--- src/rtl/core/nms_pkg.sv ---
// Shared types and constants for the IoU non-maximum suppression unit.
// Used by the top level, the IoU compare pipeline and the port checker.
`default_nettype none

package nms_pkg;

  localparam int MAX_KEPT   = 256;
  localparam int KIDX_W     = $clog2(MAX_KEPT);
  localparam int CNT_W      = $clog2(MAX_KEPT + 1);
  localparam int THR_W      = 17;
  localparam int IN_DATA_W  = 64;
  localparam int OUT_DATA_W = 24;
  localparam int POS_W      = 16;
  localparam int AREA_W     = 32;

  localparam logic [THR_W-1:0] THR_RESET = THR_W'(29491);

  typedef struct packed {
    logic [15:0]        height;
    logic [15:0]        width;
    logic signed [15:0] top;
    logic signed [15:0] left;
  } nms_box_t;

  typedef struct packed {
    logic [AREA_W-1:0] area;
    nms_box_t          box;
  } nms_entry_t;

  typedef struct packed {
    logic busy;
    logic vld;
    logic hit;
  } nms_cmp_st_t;

  typedef enum logic [1:0] {
    S_IDLE,
    S_SCAN,
    S_DRAIN,
    S_FINISH
  } nms_state_t;

endpackage

`default_nettype wire

--- src/rtl/core/nms_iou_cmp.sv ---
// Six-stage IoU compare pipeline: one stored box against the current box per beat.
// Depends on nms_pkg for the box and status types.
`default_nettype none

module nms_iou_cmp (
  input  wire                        clk,
  input  wire                        rst_n,
  input  wire                        vld_i,
  input  nms_pkg::nms_box_t          cur_i,
  input  wire [nms_pkg::AREA_W-1:0]  cur_area_i,
  input  nms_pkg::nms_entry_t        kept_i,
  input  wire [nms_pkg::THR_W-1:0]   thr_i,
  output nms_pkg::nms_cmp_st_t       st_o
);
  import nms_pkg::*;

  logic [5:0] vld_r;

  // Stage 1: far edges and near overlap bounds.
  logic signed [17:0] ax1_r, bx1_r, xlo_r, ay1_r, by1_r, ylo_r;
  logic [AREA_W-1:0]  karea1_r;
  logic signed [17:0] ax0, bx0, ay0, by0;

  // Stage 2: overlap lengths.
  logic [15:0]        ix_r, iy_r;
  logic [AREA_W-1:0]  karea2_r;
  logic signed [17:0] xhi, yhi, xdiff, ydiff;

  // Stages 3 to 6.
  logic [AREA_W-1:0]  inter3_r, inter4_r, inter5_r;
  logic [AREA_W:0]    sum3_r, uni4_r;
  logic [THR_W+AREA_W:0] prod5_r;
  logic [THR_W+AREA_W:0] lhs5;
  logic               hit_r;

  assign ax0 = {{2{cur_i.left[15]}}, cur_i.left};
  assign bx0 = {{2{kept_i.box.left[15]}}, kept_i.box.left};
  assign ay0 = {{2{cur_i.top[15]}}, cur_i.top};
  assign by0 = {{2{kept_i.box.top[15]}}, kept_i.box.top};

  assign xhi   = (ax1_r < bx1_r) ? ax1_r : bx1_r;
  assign yhi   = (ay1_r < by1_r) ? ay1_r : by1_r;
  assign xdiff = xhi - xlo_r;
  assign ydiff = yhi - ylo_r;

  assign lhs5 = {2'b00, inter5_r, 16'h0000};

  always_ff @(posedge clk) begin
    if (!rst_n) begin
      vld_r <= '0;
    end else begin
      vld_r <= {vld_r[4:0], vld_i};
    end
  end

  always_ff @(posedge clk) begin
    ax1_r    <= ax0 + $signed({2'b00, cur_i.width});
    bx1_r    <= bx0 + $signed({2'b00, kept_i.box.width});
    xlo_r    <= (ax0 > bx0) ? ax0 : bx0;
    ay1_r    <= ay0 + $signed({2'b00, cur_i.height});
    by1_r    <= by0 + $signed({2'b00, kept_i.box.height});
    ylo_r    <= (ay0 > by0) ? ay0 : by0;
    karea1_r <= kept_i.area;

    ix_r     <= (xhi > xlo_r) ? xdiff[15:0] : 16'h0000;
    iy_r     <= (yhi > ylo_r) ? ydiff[15:0] : 16'h0000;
    karea2_r <= karea1_r;

    inter3_r <= {16'h0000, ix_r} * {16'h0000, iy_r};
    sum3_r   <= {1'b0, cur_area_i} + {1'b0, karea2_r};

    inter4_r <= inter3_r;
    uni4_r   <= sum3_r - {1'b0, inter3_r};

    inter5_r <= inter4_r;
    prod5_r  <= {{(AREA_W+1){1'b0}}, thr_i} * {{THR_W{1'b0}}, uni4_r};

    hit_r    <= lhs5 > prod5_r;
  end

  assign st_o.busy = |vld_r;
  assign st_o.vld  = vld_r[5];
  assign st_o.hit  = hit_r;

endmodule

`default_nettype wire

--- config.mk ---
export PLATFORM = sky130hd
export DESIGN_NAME = nms_iou_cmp
export DESIGN_NICKNAME = d
export VERILOG_FILES = /design/src/rtl/core/nms_pkg.sv /design/src/rtl/core/nms_iou_cmp.sv
export SDC_FILE = /design/constraint.sdc
export NUM_CORES = 2
export LEC_CHECK = 0
export ABC_AREA = 1
export BUFFER_PORTS_ARGS = -buffer_cell sky130_fd_sc_hd__buf_2
export CAP_MARGIN = 25
export CORE_MARGIN = 4
export CORE_UTILIZATION = 40
export DETAILED_ROUTE_END_ITERATION = 8
export PLACE_DENSITY_LB_ADDON = 0.2
export SLEW_MARGIN = 10
export SYNTH_ARGS = -nofsm -noshare
export SYNTH_HDL_FRONTEND = slang
export SYNTH_SLANG_ARGS = --single-unit
--- constraint.sdc ---
create_clock -name clk -period 12.76 [get_ports clk]
set_input_delay 1.914 -clock clk [delete_from_list [all_inputs] [get_ports clk]]
set_output_delay 1.914 -clock clk [all_outputs]
set_load 0.05 [all_outputs]
==> results.cfg <==
[clocking]
cts.clk_slew.worst_paths_ps = 70
clockRootBuffer = clkbuf_16
clock_sinks = 419
cts_tree = done
post_cts_resized = 0
cts_htree_levels = 2
clk_latency_ps = 620
hold_buffers = 0
post_cts_buffers = 0
clockBufferDepth = 3
cts_buffers = 49

[setup_path]
path_class = in -> reg
worst-path-buf-inv = 5
reg2reg_to = prod5_r[41]
crit_path_end_kind = flip-flop
crit_fanout = 33
critPathSlowestCell = buf_2
cp_top_family = adder cells
worstPathCellList = buf_2, nand2_1, fa_1, inv_1, fa_1, fa_1, fa_1, fa_1, inv_1, fa_1, inv_1, ha_1, nand2_1, nor2_1, inv_1, nor2_1, nand3_1, nand3b_1, nand2_1, nand3_1, nand2_1
worst_path_largest_cell_delay_ps = 630
cp.depth = 21
cpMostUsedCell = fa_1
crit_path_end = prod5_r[41]
reg2reg_depth = 20
cp.arrival_ps = 7720
crit_path_start = thr_i[8]
ff2ff_setup_slack_ps = 6480
cp-start-kind = input pin
reg2reg_from = uni4_r[20]
cp.required_ps = 13240

[synth]
syn_inst = 6890
yosysTopAreaCell = fa_1
ys_ff_latch = 419
ys_seq_area_frac = 0.167
synth_ff_type = dfxtp_1
synth_nets = 8262
synth_area_um2 = 50400
synth_edf_count = 0
synth_cell_types = 38
synth_top_cell_area_share = 0.265
async_reset_ff_frac = 0
yosysWarnings = 0
synth_area_leaders = fa_1 26%, dfxtp_1 17%, nand2_1 15%, inv_1 12%, ha_1 12%
synth.avg_cell_area_um2 = 7.31

[placement]
place_congestion = 0.932
hpwlAfterDp_um = 116000
port_buffers = 214

[sta]
fin_skew_ps = 36.0
rsz0062_at_grt = false
min_period_ps = 7230
timing.hold.ws_ps = 322
worst_pin_slew_ps = 1060
maxSlewViolCount = 0
setup_violations = 0
maxSlewHeadroom = 0.290
finalHoldViolations = 0
max_freq_ghz = 0.138
finalCritPeriodShare = 0.567
tns_ps = 0

[route]
route.detailed.drc = 0
via_per_inst = 4.83
ant_nets = 0
finalWirelength_um = 141000
wl_met2_um = 68800
first_pass_iters = 6
wire_per_inst_um = 16.3
drt_iter0_markers = 2396
vias = 41700
top_layer = met4
met3_length_um = 6180
wl_met1_um = 62600

[run_status]
status = finished, final reports clean

[floorplanning]
die_height_um = 363
dieArea_um2 = 132000
core_um2 = 124000
ios = 215
start_util = 0.405
rows = 129
die_w_um = 363

[global_route]
grt_pass1_wl_um = 226000
grt_usage = 0.215
grt_max_degree = 34
overflow = 0
grt_pass1_vias = 42700
antenna_found_initial = 1

[layout]
synthToLayoutAreaGrowth_pct = 8.28
drive_gt1_frac = 0.0519
antenna_cells = 0
nets = 8329

[run]
maxCapViolCount = 0

[hold_path]
min_path_type = reg -> reg
worstHoldStart = karea1_r[11]
## placed cells by master, fill, tap and decap left out, drive strengths merged, types with 116 or more instances in the layout
master | synthesis | final
dfxtp | 419 | 419
nand3 | 269 | 269
o21ai | 137 | 137
inv | 1668 | 1676
nor2 | 363 | 363
ha | 494 | 494
a21oi | 263 | 263
buf | 18 | 234
xor2 | 116 | 116
nand2 | 1989 | 1989
fa | 666 | 666
## sequential cells by signal (all words and copies together) (netlist names), 18 cells and up
register and cells:
ax1_r 18, ay1_r 18, bx1_r 18, by1_r 18, inter3_r 32, inter4_r 32, inter5_r 32, karea1_r 32
karea2_r 32, prod5_r 50, sum3_r 33, uni4_r 33
## kinds of logic (layout without fill, tap and decap cells)
kind of cell,count (synthesis),in the layout,synth area share
AO/OA/AOI/OAI,483,483,0.0520
XOR/XNOR,147,147,0.0256
adder cells (fa/ha/maj),1160,1160,0.387
buffers and inverters,1888,1994,0.142
flip-flops,419,419,0.167
AND/OR/NAND/NOR,2793,2793,0.226
## through the flow
stage               area (µm²)   util  setup WS (ps)  std cells
floorplan                50400      -           5860       6890
finish                   54500  0.438           5530       8633
global placement         52700  0.423           4960       8537
detailed placement       52700  0.424           4940       8539
global route             54500  0.438           5280       8633
CTS                      54500  0.438           5580       8629
## synthesized netlist by cell type (6+ instances only)
cell	n
a21boi_0	6
a21o_1	33
a21oi_1	262
a31oi_1	9
and2_1	7
buf_6	9
clkbuf_1	200
dfxtp_1	419
fa_1	666
ha_1	494
inv_1	1668
nand2_1	1979
nand2_2	8
nand3_1	249
nand3_2	19
nand3b_1	12
nand4_1	82
nor2_1	361
nor3_1	54
nor4_1	10
o21a_1	9
o21ai_0	129
o21ai_1	8
o21bai_1	22
xnor2_1	31
xor2_1	116
## worst min path at each step
stage,depth (start not counted),to
global route,0,karea2_r[2]
finish,0,karea2_r[11]
global placement,0,inter5_r[2]
CTS,0,karea2_r[11]
detailed placement,0,inter5_r[18]
floorplan,0,inter5_r[0]
## final cells by class
cell class / instances / area (µm²)
timing repair buffer: 234 / 1290
clock buffer: 57 / 1340
tap: 1637 / 2050
clock inverter: 33 / 402
sequential: 419 / 8390
fill: 12900 / 69900
multi-input combinational: 4583 / 34800
inverter: 1670 / 6270
## layer usage
metal	GRT usage	up-vias
met3	0.0198	181
met1	0.285	20000
li1	-	20600
met2	0.380	936
met5	0	-
met4	0.0473	0
Power is not shown: default switching activity piles up to over one toggle a cycle in this logic, so the estimate is an artifact.
